==> config.mk <==
export PLATFORM = sky130hd
export DESIGN_NAME = touch_press_qualifier_unit_flat
export DESIGN_NICKNAME = d
export VERILOG_FILES = /design/src/rtl/core/tpq_pkg.sv /design/src/rtl/core/tpq_req_if.sv /design/src/rtl/core/tpq_rsp_if.sv /design/src/rtl/core/tpq_csr_if.sv /design/src/rtl/core/touch_press_qualifier_unit.sv /design/src/rtl/core/tpq_cell.sv /design/src/rtl/core/tpq_chain.sv /design/src/flat_wrapper.sv
export SDC_FILE = /design/constraint.sdc
export NUM_CORES = 1
export LEC_CHECK = 0
export ABC_AREA = 1
export BUFFER_PORTS_ARGS = -buffer_cell sky130_fd_sc_hd__buf_2
export CAP_MARGIN = 20
export CORE_MARGIN = 2
export CORE_UTILIZATION = 30
export CTS_CLUSTER_SIZE = 12
export DETAILED_ROUTE_END_ITERATION = 7
export SETUP_SLACK_MARGIN = 0.15
export SYNTH_ARGS = -nofsm -noshare
export SYNTH_HDL_FRONTEND = slang
export SYNTH_SLANG_ARGS = --single-unit
export TNS_END_PERCENT = 20
==> constraint.sdc <==
create_clock -name clock -period 15.9 [get_ports clock]
set_clock_uncertainty 0.1 [all_clocks]
set_input_delay 2.385 -clock clock [delete_from_list [all_inputs] [get_ports clock]]
set_output_delay 2.385 -clock clock [all_outputs]
set_load 0.005 [all_outputs]
==> src/rtl/core/tpq_pkg.sv <==
// shared types, constants and register codes of the touch press qualifier
// no dependencies

package tpq_pkg;

   // default window length, the parameter range is 3 to 9
   localparam int WINDOW_SAMPLES = 5;

   localparam int COORD_W   = 12;
   localparam int TIME_W    = 32;
   localparam int GUARD_W   = 16;
   localparam int SPREAD_W  = 12;
   localparam int CSR_IDX_W = 2;
   localparam int CSR_DAT_W = 16;

   typedef logic signed [COORD_W-1:0] coord_type;
   typedef logic [TIME_W-1:0]         time_type;
   typedef logic [GUARD_W-1:0]        guard_type;
   typedef logic [SPREAD_W-1:0]       spread_type;
   typedef logic [CSR_IDX_W-1:0]      csr_idx_type;
   typedef logic [CSR_DAT_W-1:0]      csr_dat_type;

   // register indexes
   localparam csr_idx_type CSR_RELEASE_GUARD = 2'd0;
   localparam csr_idx_type CSR_MAX_SPREAD    = 2'd1;

   localparam guard_type  GUARD_RESET  = 16'd70;
   localparam spread_type SPREAD_RESET = 12'd10;

   // per-cycle controls broadcast along the cell row
   typedef struct packed {
      logic shift;
      logic load;
      logic compare;
   } cell_ctl_type;

   // what the row hands back once all compare steps are done
   typedef struct packed {
      logic      wide;
      coord_type med_x;
      coord_type med_y;
   } chain_res_type;

endpackage

==> src/rtl/core/tpq_req_if.sv <==
// request channel: one touch poll per word
// depends on tpq_pkg

interface tpq_req_if;
   logic                valid;
   logic                ready;
   logic                touch_down;
   tpq_pkg::coord_type  pos_x;
   tpq_pkg::coord_type  pos_y;
   tpq_pkg::time_type   now_ms;

   modport source (output valid, touch_down, pos_x, pos_y, now_ms, input ready);
   modport sink   (input valid, touch_down, pos_x, pos_y, now_ms, output ready);
endinterface

==> src/rtl/core/tpq_rsp_if.sv <==
// response channel: one qualified press result per word
// depends on tpq_pkg

interface tpq_rsp_if;
   logic                valid;
   logic                ready;
   logic                press_valid;
   tpq_pkg::coord_type  press_x;
   tpq_pkg::coord_type  press_y;

   modport source (output valid, press_valid, press_x, press_y, input ready);
   modport sink   (input valid, press_valid, press_x, press_y, output ready);
endinterface

==> src/rtl/core/tpq_csr_if.sv <==
// configuration write channel: register index and write data per word
// depends on tpq_pkg

interface tpq_csr_if;
   logic                  valid;
   logic                  ready;
   tpq_pkg::csr_idx_type  index;
   tpq_pkg::csr_dat_type  data;

   modport source (output valid, index, data, input ready);
   modport sink   (input valid, index, data, output ready);
endinterface

==> src/rtl/core/touch_press_qualifier_unit.sv <==
// top level of the touch press qualifier: press tracking, window control, output register
// depends on tpq_pkg, tpq_req_if, tpq_rsp_if, tpq_csr_if and tpq_chain
//
//  channel  | dir | words                                   | accepted when
//  ---------+-----+-----------------------------------------+---------------------
//  req_ch   | in  | touch_down, pos_x, pos_y, now_ms        | valid && ready
//  rsp_ch   | out | press_valid, press_x, press_y           | valid && ready
//  csr_ch   | in  | index, data (0 release guard, 1 spread) | valid && ready
//
// every request word gives exactly one response word
// a word that completes the window passes through these steps in order:
//   accept, visitor load, WINDOW_SAMPLES - 1 ring compare steps, decision, hand-off
// any other word goes from accept straight to hand-off to the output register
// the ring of cells sets how long a completing word takes: one visitor hop per cycle
// a finished word waits in the output register while the next request is taken;
// hand-off stalls only when that register is still full
// reset (synchronous) clears the press tracking, the release time and the registers

module touch_press_qualifier_unit #(
   parameter int WINDOW_SAMPLES = tpq_pkg::WINDOW_SAMPLES
) (
   input logic        clock,
   input logic        reset,
   tpq_req_if.sink    req_ch,
   tpq_rsp_if.source  rsp_ch,
   tpq_csr_if.sink    csr_ch
);

   localparam int STEP_W = $clog2(WINDOW_SAMPLES);
   localparam int CNT_W  = $clog2(WINDOW_SAMPLES + 1);
   localparam logic [CNT_W-1:0]  FULL_CNT  = CNT_W'(WINDOW_SAMPLES);
   localparam logic [STEP_W-1:0] LAST_STEP = STEP_W'(WINDOW_SAMPLES - 1);

   typedef enum logic [1:0] {
      ST_IDLE,
      ST_EVAL,
      ST_DECIDE,
      ST_FINISH
   } state_type;

   state_type state_ff, state_in;

   // configuration registers
   tpq_pkg::guard_type  guard_ff;
   tpq_pkg::spread_type spread_ff;

   // press tracking
   logic               was_down_ff, was_down_in;
   logic               handled_ff, handled_in;
   logic [CNT_W-1:0]   count_ff, count_in;
   tpq_pkg::time_type  release_ff, release_in;
   logic [STEP_W-1:0]  step_ff, step_in;

   // pending result and output register
   logic               pend_valid_ff, pend_valid_in;
   tpq_pkg::coord_type pend_x_ff, pend_x_in, pend_y_ff, pend_y_in;
   logic               rsp_valid_ff, rsp_valid_in;
   logic               out_valid_ff, out_valid_in;
   tpq_pkg::coord_type out_x_ff, out_x_in, out_y_ff, out_y_in;

   logic                  accept, collect, hnd_eff, guard_ok, out_free;
   logic [CNT_W-1:0]      cnt_eff, cnt_next;
   tpq_pkg::time_type     elapsed;
   tpq_pkg::cell_ctl_type ctl;
   tpq_pkg::chain_res_type res;

   // request side
   assign req_ch.ready = (state_ff == ST_IDLE);
   assign accept       = req_ch.valid && req_ch.ready;

   // a new press (down after up) starts from a clear count and handled flag
   assign hnd_eff  = was_down_ff & handled_ff;
   assign cnt_eff  = was_down_ff ? count_ff : '0;
   // wrapping elapsed time since the last release
   assign elapsed  = req_ch.now_ms - release_ff;
   assign guard_ok = elapsed > {{(tpq_pkg::TIME_W - tpq_pkg::GUARD_W){1'b0}}, guard_ff};
   assign collect  = req_ch.touch_down && !hnd_eff && guard_ok;
   assign cnt_next = cnt_eff + CNT_W'(cnt_eff < FULL_CNT);

   // controls for the cell ring
   assign ctl.shift   = accept && collect && (cnt_eff < FULL_CNT);
   assign ctl.load    = (state_ff == ST_EVAL) && (step_ff == '0);
   assign ctl.compare = (state_ff == ST_EVAL) && (step_ff != '0);

   tpq_chain #(
      .WINDOW_SAMPLES (WINDOW_SAMPLES)
   ) u_chain (
      .clock      (clock),
      .reset      (reset),
      .ctl        (ctl),
      .step       (step_ff),
      .max_spread (spread_ff),
      .sample_x   (req_ch.pos_x),
      .sample_y   (req_ch.pos_y),
      .res        (res)
   );

   assign out_free = !rsp_valid_ff || rsp_ch.ready;

   always_comb begin
      state_in      = state_ff;
      was_down_in   = was_down_ff;
      handled_in    = handled_ff;
      count_in      = count_ff;
      release_in    = release_ff;
      step_in       = step_ff;
      pend_valid_in = pend_valid_ff;
      pend_x_in     = pend_x_ff;
      pend_y_in     = pend_y_ff;
      rsp_valid_in  = rsp_valid_ff && !rsp_ch.ready;
      out_valid_in  = out_valid_ff;
      out_x_in      = out_x_ff;
      out_y_in      = out_y_ff;

      case (state_ff)
         ST_IDLE: begin
            if (accept) begin
               pend_valid_in = 1'b0;
               pend_x_in     = '0;
               pend_y_in     = '0;
               step_in       = '0;
               was_down_in   = req_ch.touch_down;
               state_in      = ST_FINISH;
               if (req_ch.touch_down) begin
                  handled_in = hnd_eff;
                  count_in   = collect ? cnt_next : cnt_eff;
                  // window just filled: run the ring
                  if (collect && (cnt_next == FULL_CNT)) state_in = ST_EVAL;
               end else begin
                  if (was_down_ff) release_in = req_ch.now_ms;
                  handled_in = 1'b0;
                  count_in   = '0;
               end
            end
         end
         ST_EVAL: begin
            step_in = step_ff + STEP_W'(1);
            if (step_ff == LAST_STEP) state_in = ST_DECIDE;
         end
         ST_DECIDE: begin
            if (res.wide) begin
               // unstable window: the newest sample already sits in cell zero
               count_in = CNT_W'(1);
            end else begin
               pend_valid_in = 1'b1;
               pend_x_in     = res.med_x;
               pend_y_in     = res.med_y;
               handled_in    = 1'b1;
            end
            state_in = ST_FINISH;
         end
         ST_FINISH: begin
            if (out_free) begin
               rsp_valid_in = 1'b1;
               out_valid_in = pend_valid_ff;
               out_x_in     = pend_x_ff;
               out_y_in     = pend_y_ff;
               state_in     = ST_IDLE;
            end
         end
         default: state_in = ST_IDLE;
      endcase
   end

   // state, tracking and the output register
   always_ff @(posedge clock) begin
      if (reset) begin
         state_ff      <= ST_IDLE;
         was_down_ff   <= 1'b0;
         handled_ff    <= 1'b0;
         count_ff      <= '0;
         release_ff    <= '0;
         step_ff       <= '0;
         rsp_valid_ff  <= 1'b0;
         pend_valid_ff <= 1'b0;
         out_valid_ff  <= 1'b0;
         pend_x_ff     <= '0;
         pend_y_ff     <= '0;
         out_x_ff      <= '0;
         out_y_ff      <= '0;
      end else begin
         state_ff      <= state_in;
         was_down_ff   <= was_down_in;
         handled_ff    <= handled_in;
         count_ff      <= count_in;
         release_ff    <= release_in;
         step_ff       <= step_in;
         rsp_valid_ff  <= rsp_valid_in;
         pend_valid_ff <= pend_valid_in;
         out_valid_ff  <= out_valid_in;
         pend_x_ff     <= pend_x_in;
         pend_y_ff     <= pend_y_in;
         out_x_ff      <= out_x_in;
         out_y_ff      <= out_y_in;
      end
   end

   // configuration port, always ready; unknown indexes are dropped
   assign csr_ch.ready = 1'b1;

   always_ff @(posedge clock) begin
      if (reset) begin
         guard_ff  <= tpq_pkg::GUARD_RESET;
         spread_ff <= tpq_pkg::SPREAD_RESET;
      end else if (csr_ch.valid && csr_ch.ready) begin
         case (csr_ch.index)
            tpq_pkg::CSR_RELEASE_GUARD: guard_ff  <= csr_ch.data[tpq_pkg::GUARD_W-1:0];
            tpq_pkg::CSR_MAX_SPREAD:    spread_ff <= csr_ch.data[tpq_pkg::SPREAD_W-1:0];
            default: ;
         endcase
      end
   end

   // response side
   assign rsp_ch.valid       = rsp_valid_ff;
   assign rsp_ch.press_valid = out_valid_ff;
   assign rsp_ch.press_x     = out_x_ff;
   assign rsp_ch.press_y     = out_y_ff;

endmodule

==> src/rtl/core/tpq_cell.sv <==
// one window cell: holds a sample, a circulating visitor, ranks and a spread flag
// depends on tpq_pkg

module tpq_cell #(
   parameter int WINDOW_SAMPLES = tpq_pkg::WINDOW_SAMPLES,
   parameter int CELL_INDEX     = 0,
   localparam int STEP_W        = $clog2(WINDOW_SAMPLES)
) (
   input  logic                  clock,
   input  logic                  reset,
   input  tpq_pkg::cell_ctl_type ctl,
   input  logic [STEP_W-1:0]     step,
   input  tpq_pkg::spread_type   max_spread,
   input  tpq_pkg::coord_type    shift_x,
   input  tpq_pkg::coord_type    shift_y,
   input  tpq_pkg::coord_type    own_left_x,
   input  tpq_pkg::coord_type    own_left_y,
   input  tpq_pkg::coord_type    vis_left_x,
   input  tpq_pkg::coord_type    vis_left_y,
   output tpq_pkg::coord_type    own_x,
   output tpq_pkg::coord_type    own_y,
   output tpq_pkg::coord_type    vis_x,
   output tpq_pkg::coord_type    vis_y,
   output logic                  hit_x,
   output logic                  hit_y,
   output logic                  wide
);

   localparam logic [STEP_W-1:0] MID_RANK = STEP_W'(WINDOW_SAMPLES / 2);
   localparam logic [STEP_W-1:0] MY_INDEX = STEP_W'(CELL_INDEX);

   tpq_pkg::coord_type own_x_ff, own_y_ff, vis_x_ff, vis_y_ff;
   logic [STEP_W-1:0]  rank_x_ff, rank_y_ff, rank_x_in, rank_y_in;
   logic               wide_ff, wide_in;

   logic               less_x, less_y, earlier;
   logic signed [12:0] diff_x, diff_y;
   logic               far_x, far_y;

   // visitor came from a lower cell index when step <= own index
   assign earlier = (step <= MY_INDEX);
   assign less_x  = (vis_x_ff < own_x_ff) || ((vis_x_ff == own_x_ff) && earlier);
   assign less_y  = (vis_y_ff < own_y_ff) || ((vis_y_ff == own_y_ff) && earlier);

   assign diff_x = $signed({own_x_ff[11], own_x_ff}) - $signed({vis_x_ff[11], vis_x_ff});
   assign diff_y = $signed({own_y_ff[11], own_y_ff}) - $signed({vis_y_ff[11], vis_y_ff});
   assign far_x  = $signed({diff_x[12], diff_x}) > $signed({2'b00, max_spread});
   assign far_y  = $signed({diff_y[12], diff_y}) > $signed({2'b00, max_spread});

   always_comb begin
      rank_x_in = rank_x_ff;
      rank_y_in = rank_y_ff;
      wide_in   = wide_ff;
      if (ctl.load) begin
         rank_x_in = '0;
         rank_y_in = '0;
         wide_in   = 1'b0;
      end else if (ctl.compare) begin
         rank_x_in = rank_x_ff + STEP_W'(less_x);
         rank_y_in = rank_y_ff + STEP_W'(less_y);
         wide_in   = wide_ff | far_x | far_y;
      end
   end

   always_ff @(posedge clock) begin
      if (ctl.shift) begin
         own_x_ff <= shift_x;
         own_y_ff <= shift_y;
      end
      if (ctl.load) begin
         vis_x_ff <= own_left_x;
         vis_y_ff <= own_left_y;
      end else if (ctl.compare) begin
         vis_x_ff <= vis_left_x;
         vis_y_ff <= vis_left_y;
      end
   end

   always_ff @(posedge clock) begin
      if (reset) begin
         rank_x_ff <= '0;
         rank_y_ff <= '0;
         wide_ff   <= 1'b0;
      end else begin
         rank_x_ff <= rank_x_in;
         rank_y_ff <= rank_y_in;
         wide_ff   <= wide_in;
      end
   end

   assign own_x = own_x_ff;
   assign own_y = own_y_ff;
   assign vis_x = vis_x_ff;
   assign vis_y = vis_y_ff;
   assign hit_x = (rank_x_ff == MID_RANK);
   assign hit_y = (rank_y_ff == MID_RANK);
   assign wide  = wide_ff;

endmodule

==> src/rtl/core/tpq_chain.sv <==
// row of window cells joined in a ring, with the median and spread reduction
// depends on tpq_pkg and tpq_cell

module tpq_chain #(
   parameter int WINDOW_SAMPLES = tpq_pkg::WINDOW_SAMPLES,
   localparam int STEP_W        = $clog2(WINDOW_SAMPLES)
) (
   input  logic                   clock,
   input  logic                   reset,
   input  tpq_pkg::cell_ctl_type  ctl,
   input  logic [STEP_W-1:0]      step,
   input  tpq_pkg::spread_type    max_spread,
   input  tpq_pkg::coord_type     sample_x,
   input  tpq_pkg::coord_type     sample_y,
   output tpq_pkg::chain_res_type res
);

   tpq_pkg::coord_type own_x [WINDOW_SAMPLES];
   tpq_pkg::coord_type own_y [WINDOW_SAMPLES];
   tpq_pkg::coord_type vis_x [WINDOW_SAMPLES];
   tpq_pkg::coord_type vis_y [WINDOW_SAMPLES];
   logic [WINDOW_SAMPLES-1:0] hit_x, hit_y, wide_v;

   for (genvar g = 0; g < WINDOW_SAMPLES; g++) begin : g_cell
      localparam int LEFT = (g + WINDOW_SAMPLES - 1) % WINDOW_SAMPLES;
      tpq_pkg::coord_type shift_x, shift_y;

      // newest sample enters cell zero, older ones move one cell up
      if (g == 0) begin : g_head
         assign shift_x = sample_x;
         assign shift_y = sample_y;
      end else begin : g_body
         assign shift_x = own_x[g-1];
         assign shift_y = own_y[g-1];
      end

      tpq_cell #(
         .WINDOW_SAMPLES (WINDOW_SAMPLES),
         .CELL_INDEX     (g)
      ) u_cell (
         .clock      (clock),
         .reset      (reset),
         .ctl        (ctl),
         .step       (step),
         .max_spread (max_spread),
         .shift_x    (shift_x),
         .shift_y    (shift_y),
         .own_left_x (own_x[LEFT]),
         .own_left_y (own_y[LEFT]),
         .vis_left_x (vis_x[LEFT]),
         .vis_left_y (vis_y[LEFT]),
         .own_x      (own_x[g]),
         .own_y      (own_y[g]),
         .vis_x      (vis_x[g]),
         .vis_y      (vis_y[g]),
         .hit_x      (hit_x[g]),
         .hit_y      (hit_y[g]),
         .wide       (wide_v[g])
      );
   end

   // ranks form a permutation, so exactly one cell hits the middle rank
   always_comb begin
      res.wide  = |wide_v;
      res.med_x = '0;
      res.med_y = '0;
      for (int i = 0; i < WINDOW_SAMPLES; i++) begin
         if (hit_x[i]) res.med_x = res.med_x | own_x[i];
         if (hit_y[i]) res.med_y = res.med_y | own_y[i];
      end
   end

endmodule

==> src/flat_wrapper.sv <==
// flat-port wrapper written by rule: the top's interface ports become plain ports
module touch_press_qualifier_unit_flat 
#(
   parameter int WINDOW_SAMPLES = tpq_pkg::WINDOW_SAMPLES
)
  (clock, reset, req_ch_valid, req_ch_touch_down, req_ch_pos_x, req_ch_pos_y, req_ch_now_ms, req_ch_ready, rsp_ch_valid, rsp_ch_press_valid, rsp_ch_press_x, rsp_ch_press_y, rsp_ch_ready, csr_ch_valid, csr_ch_index, csr_ch_data, csr_ch_ready);
  tpq_req_if req_ch_i ();
  tpq_rsp_if rsp_ch_i ();
  tpq_csr_if csr_ch_i ();
  input logic clock;
  input logic reset;
  input wire logic [$bits(req_ch_i.valid)-1:0] req_ch_valid;
  input wire logic [$bits(req_ch_i.touch_down)-1:0] req_ch_touch_down;
  input wire logic [$bits(req_ch_i.pos_x)-1:0] req_ch_pos_x;
  input wire logic [$bits(req_ch_i.pos_y)-1:0] req_ch_pos_y;
  input wire logic [$bits(req_ch_i.now_ms)-1:0] req_ch_now_ms;
  output wire logic [$bits(req_ch_i.ready)-1:0] req_ch_ready;
  output wire logic [$bits(rsp_ch_i.valid)-1:0] rsp_ch_valid;
  output wire logic [$bits(rsp_ch_i.press_valid)-1:0] rsp_ch_press_valid;
  output wire logic [$bits(rsp_ch_i.press_x)-1:0] rsp_ch_press_x;
  output wire logic [$bits(rsp_ch_i.press_y)-1:0] rsp_ch_press_y;
  input wire logic [$bits(rsp_ch_i.ready)-1:0] rsp_ch_ready;
  input wire logic [$bits(csr_ch_i.valid)-1:0] csr_ch_valid;
  input wire logic [$bits(csr_ch_i.index)-1:0] csr_ch_index;
  input wire logic [$bits(csr_ch_i.data)-1:0] csr_ch_data;
  output wire logic [$bits(csr_ch_i.ready)-1:0] csr_ch_ready;
  assign req_ch_i.valid = req_ch_valid;
  assign req_ch_i.touch_down = req_ch_touch_down;
  assign req_ch_i.pos_x = req_ch_pos_x;
  assign req_ch_i.pos_y = req_ch_pos_y;
  assign req_ch_i.now_ms = req_ch_now_ms;
  assign req_ch_ready = req_ch_i.ready;
  assign rsp_ch_valid = rsp_ch_i.valid;
  assign rsp_ch_press_valid = rsp_ch_i.press_valid;
  assign rsp_ch_press_x = rsp_ch_i.press_x;
  assign rsp_ch_press_y = rsp_ch_i.press_y;
  assign rsp_ch_i.ready = rsp_ch_ready;
  assign csr_ch_i.valid = csr_ch_valid;
  assign csr_ch_i.index = csr_ch_index;
  assign csr_ch_i.data = csr_ch_data;
  assign csr_ch_ready = csr_ch_i.ready;
  touch_press_qualifier_unit #(.WINDOW_SAMPLES(WINDOW_SAMPLES)) u_core (.clock(clock), .reset(reset), .req_ch(req_ch_i), .rsp_ch(rsp_ch_i), .csr_ch(csr_ch_i));
endmodule
# After elaboration in Yosys (flattened, before gate mapping)
# Cells that the tools add are included.
[op_classes]
addsub = 23
order_cmp = 27
n_eq_ne = 31
muxes = 57
bitwise = 20
n_reduce_logical = 51
[op_table]
columns = ["op", "count"]
rows = [
  ["two-way mux 12 bit", 33],
  ["> comparator 13 bit", 10],
  ["subtractor 12 x 12 -> 13 bit", 10],
  ["equality test 12 bit", 10],
  ["less-than comparator 12 bit", 10],
  ["bitwise OR 12 bit", 8],
  ["one-hot mux 12 bit (2 select lines)", 2],
  ["adder 3 x 1 -> 3 bit", 11],
  ["> comparator 32 x 16 -> 1 bit", 1],
  ["subtractor 32 bit", 1],
  ["equality test 3 x 2 -> 1 bit, second input constant", 10],
  ["logical AND 1 bit", 19],
  ["two-way mux 3 bit", 6],
  ["one-hot mux 3 bit (2 select lines)", 2],
  ["logical OR 1 bit", 11],
  ["two-way mux 2 bit", 5],
  ["bitwise OR 1 bit", 10],
  ["AND reduction 2 bit", 5],
  ["AND reduction 3 bit", 3],
  ["one-hot mux 2 bit (4 select lines)", 1],
  ["equality test 3 bit, second input constant", 2],
  ["<= comparator 3 x 1 -> 1 bit, second input constant", 2],
  ["<= comparator 3 x 2 -> 1 bit, second input constant", 2],
  ["two-way mux 1 bit", 6],
  ["18 further kinds", 29],
]
[word_totals]
reg_bits = 396
input_bits = 80
out_inout_bits = 28
wordCells = 259

# Logic depth before layout (Yosys ltp)
[logic_depth]
ltp_word = 12
depth_mapped = 30
ltp_nobuf = 30

# Cells and area by module
# A second synthesis with hierarchy kept.
[unflattened]
hier_cells = 3881
area_unflattened_um2 = 28900.2
[by_module_without_submodules]
columns = ["module", "instances", "cells_each", "area_each_um2", "seq_area_each_um2"]
rows = [
  ["touch_press_qualifier_unit", 1, 1195, 7548.5, 2422.3],
  ["tpq_cell at u_core.u_chain.g_cell[4].u_cell", 1, 484, 4125.2, 1581.5],
  ["tpq_cell at u_core.u_chain.g_cell[0].u_cell", 1, 485, 4047.6, 1581.5],
  ["tpq_cell at u_core.u_chain.g_cell[3].u_cell", 1, 478, 4046.4, 1581.5],
  ["tpq_cell at u_core.u_chain.g_cell[2].u_cell", 1, 482, 4011.3, 1581.5],
  ["tpq_cell at u_core.u_chain.g_cell[1].u_cell", 1, 480, 4005.1, 1581.5],
  ["tpq_chain", 1, 277, 1116.1, 0.0],
]

# Worst setup path after synthesis
# No wires, ideal clock.
[synth_timing]
path_type = "in2reg"
start = "input req_ch_now_ms[0]"
end = "register u_core.u_chain.g_cell[0].u_cell.own_x_ff[0] (enable)"
setup_time_ps = 746
arrival_time_ps = 12899
required_time_ps = 15054
setup_slack_ps = 2155
cell_stages = 28
n_path_buf = 0
path_cell_list = "inv_1 > ha_1 > fa_1 > inv_1 > nand2_1 > nand2_1 > nand3_1 > nand2_2 > nand2_1 > nand2_1 > xor2_1 > ha_1 > nand2_1 > nor2_1 > nand2_1 > nor2_1 > nand2_1 > nand3_1 > nand2_1 > inv_1 > nor2_1 > nand2_1 > nor2_4 > nand2_1 > nor2_2 > nand2_2 > nand2_2 > nor3_1"
[synth_lines]
columns = ["element", "line", "rtl"]
rows = [
  ["start, declared", "flat_wrapper.sv:16", "input wire logic [$bits(req_ch_i.now_ms)-1:0] req_ch_now_ms;"],
  ["end signal, assigned", "tpq_cell.sv:67", "own_x_ff <= shift_x;"],
  ["end, declared", "tpq_cell.sv:32", "tpq_pkg::coord_type own_x_ff, own_y_ff, vis_x_ff, vis_y_ff;"],
]

==> run summary <==
Top FF cell, synth: edfxtp_1
DR iter-0 viols: 1652
global-route usage over all layers: 0.1653
crit path DAT: 7.02 ns
minimum clock period: 6.918 ns
PostCTS Resize Cnt: 0
# hold bufs at CTS: 0
sequential-to-total area share from yosys stat: 0.3856
critical path data required time: 16.00 ns
vias in the first global route: 21390
Post-synth EDFFs: 240
ratio of cells with drive above 1 in the final layout: 0.06756
Clock Path Buffers: 3
Initial Utilization: 0.3031
Leakage: 13.78 nW
Core Footprint: 0.08837 mm²
number of core rows: 109
Post-Syn Nets: 3784
# clock sinks: 396
status: completed
final hold violation count: 0
grt ovf: 0
Worst setup EP type: register
Worst-path clk slew: 0.06 ns
f_max: 0.1446 GHz
Post-Syn Area: 0.02679 mm²
Worst-Margin Slew: 1.058 ns
critical path's slowest cell: buf_4
area grow syn2layout: 12.10%
Critical Path Start Type: primary input
Avg Vias per Cell: 4.812
Synth cell types: 51
Place WS: 8.390 ns
post-route core utilization: 0.3398
number of synthesized register bits: 396
Nets: 3875
setup TNS: 0 ns
GPL Wtd Cong: 0.8768
hpwl dp: 57.82 mm
Routed WL: 76.50 mm
antenna-violating nets left: 0
slowest stage delay, CP: 0.80 ns
WHS: 0.3497 ns
Final WS setup: 8.982 ns
max cap viols: 0
final setup fails: 0
Post-CTS Setup Bufs: 0
CP max FO: 61
first-pass GRT wire length: 118.3 mm
I/O pins: 108
fraction of registers with async set/reset: 0
# port buffers: 106
H-tree depth: 2
Max Slew Vio Count: 0
Worst-Skew Late Latency: 0.59 ns
Die X: 302.8 µm
CTS tree: built
Die ar.: 0.09170 mm²
met3 usage: 0.03215
TritonCTS buffer count: 43
crit share post-route: 0.4351
die height: 302.8 µm
P per Cell Area: 173.3 mW/mm²
Avg Cell Area, Syn: 7.956 µm²
Root Driver: clkbuf_16
GR Util met1: 0.2260
Vias: 22430
drt pass-1 iters: 5
Max IR drop VDD: 0.09611 mV
Crit Path Category: primary input to register
# DRC: 0
drt wl/cell: 16.41 µm
busiest grt layer: met2
Hold WC Path Type: register to register
Syn. warnings: 0
Critical Path Most Common Cell: nand2_1
grt met2 use: 0.2673
initial antenna violation count: 7
largest net degree at the start of global routing: 108
Syn Inst Count: 3367
RSZ-0062 raised after global routing: false
Slew HR: 0.2945
-- state kept, by name, summed over array words and instances (netlist names), 5 cells and up --
signal,flops
u_core.u_chain.g_cell.u_cell.vis_x,60
u_core.u_chain.g_cell.u_cell.own_x,60
u_core.guard_ff,16
u_core.u_chain.g_cell.u_cell.rank_y_ff,15
u_core.rsp_ch.press_x,12
u_core.u_chain.g_cell.u_cell.wide,5
u_core.pend_x_ff,12
u_core.rsp_ch.press_y,12
u_core.u_chain.g_cell.u_cell.vis_y,60
u_core.u_chain.g_cell.u_cell.own_y,60
u_core.spread_ff,12
u_core.u_chain.g_cell.u_cell.rank_x_ff,15
u_core.release_ff,32
u_core.pend_y_ff,12
-- per-stage QoR --
stage	total power [mW]	instance area, µm²	std cells
2_1_floorplan	3.528	26790	3367
3_3_place_gp	4.165	28610	4575
3_5_place_dp	4.210	28610	4575
4_1_cts	5.206	29950	4655
5_1_grt	5.690	30020	4659
6_report	5.204	30030	4661
-- worst max-delay path, delay by kind of cell --
kind | cells | cell delay [ns]
adder cells (fa/ha/maj) | 3 | 0.93
XOR/XNOR | 1 | 0.09
AND/OR/NAND/NOR | 21 | 1.75
buffers and inverters | 6 | 1.76
-- Yosys cell counts (13+ instances only) --
cell type  number  area share
o211ai_1       16      0.0045
nand4_1        16      0.0037
o221ai_1       26      0.0085
nand3_1        85       0.016
nand2_1       685       0.096
a21oi_1       351       0.066
o21bai_1       18      0.0050
nand2_2        13      0.0030
dfxtp_1       156        0.12
ha_1          326        0.15
clkbuf_1       72       0.010
inv_1         580       0.081
nor3_1         46      0.0086
a221oi_1       17      0.0056
xnor2_1        30      0.0098
edfxtp_1      240        0.27
xor2_1         89       0.029
o21ai_0       243       0.045
nor2_1        245       0.034
-- layout by cell type (no fill, tap or decap), drive strengths merged, types with 26 or more instances in the layout --
master,netlist,layout
ha,326,326
inv,588,592
o21ai,243,243
buf,4,123
nand2,698,698
a21oi,354,354
nand3,85,85
xor2,89,89
nor2,251,251
dfxtp,156,156
xnor2,30,30
clkbuf,73,65
o221ai,26,26
nor3,49,49
edfxtp,240,240
-- report_power, final --
part / total [mW] / internal [mW] / switching, mW
clock network: 0.981 / 0.549 / 0.431
logic: 2.70 / 1.01 / 1.69
registers: 1.52 / 1.40 / 0.125
total: 5.20 / 2.96 / 2.25
-- layer usage --
metal	wire (µm)	part of all wire	up-vias
li1	-	-	11350
met5	52	0.00068	-
met4	1886	0.025	8
met2	34120	0.45	558
met1	35270	0.46	10400
met3	5172	0.068	113
-- final timing paths --
check                                                              start                                       end  slack [ns]  cells after the start
worst max-delay path                                    req_ch_now_ms[0]  u_core.u_chain.g_cell[0].u_cell.own_x[6]        8.98                     31
worst min register to register  u_core.u_chain.g_cell[1].u_cell.own_x[0]  u_core.u_chain.g_cell[2].u_cell.own_x[0]        0.35                      0
worst min-delay path            u_core.u_chain.g_cell[1].u_cell.own_x[0]  u_core.u_chain.g_cell[2].u_cell.own_x[0]        0.35                      0
worst max register to register                      u_core.release_ff[0]  u_core.u_chain.g_cell[0].u_cell.own_x[6]       10.61                     29
-- cell type report --
cell class | count | area [µm²]
flip-flops and latches | 396 | 10330
clock inverters | 15 | 117.6
inverters | 588 | 2207
diodes | 3 | 7.507
clock buffers | 65 | 1220
well taps | 1165 | 1458
repair buffers | 123 | 710.7
multi-input cells | 2306 | 13980
fillers | 9310 | 58350
-- logic make-up after synthesis --
kind of cell             count (synthesis)  share of synthesized area
buffers and inverters                  665                    0.09384
XOR/XNOR                               119                    0.03891
AO/OA/AOI/OAI                          721                     0.1490
adder cells (fa/ha/maj)                337                     0.1605
AND/OR/NAND/NOR                       1128                     0.1720
other                                    1                  0.0001400
flip-flops                             396                     0.3856
Note: power is estimated with default switching activity, not from simulation.
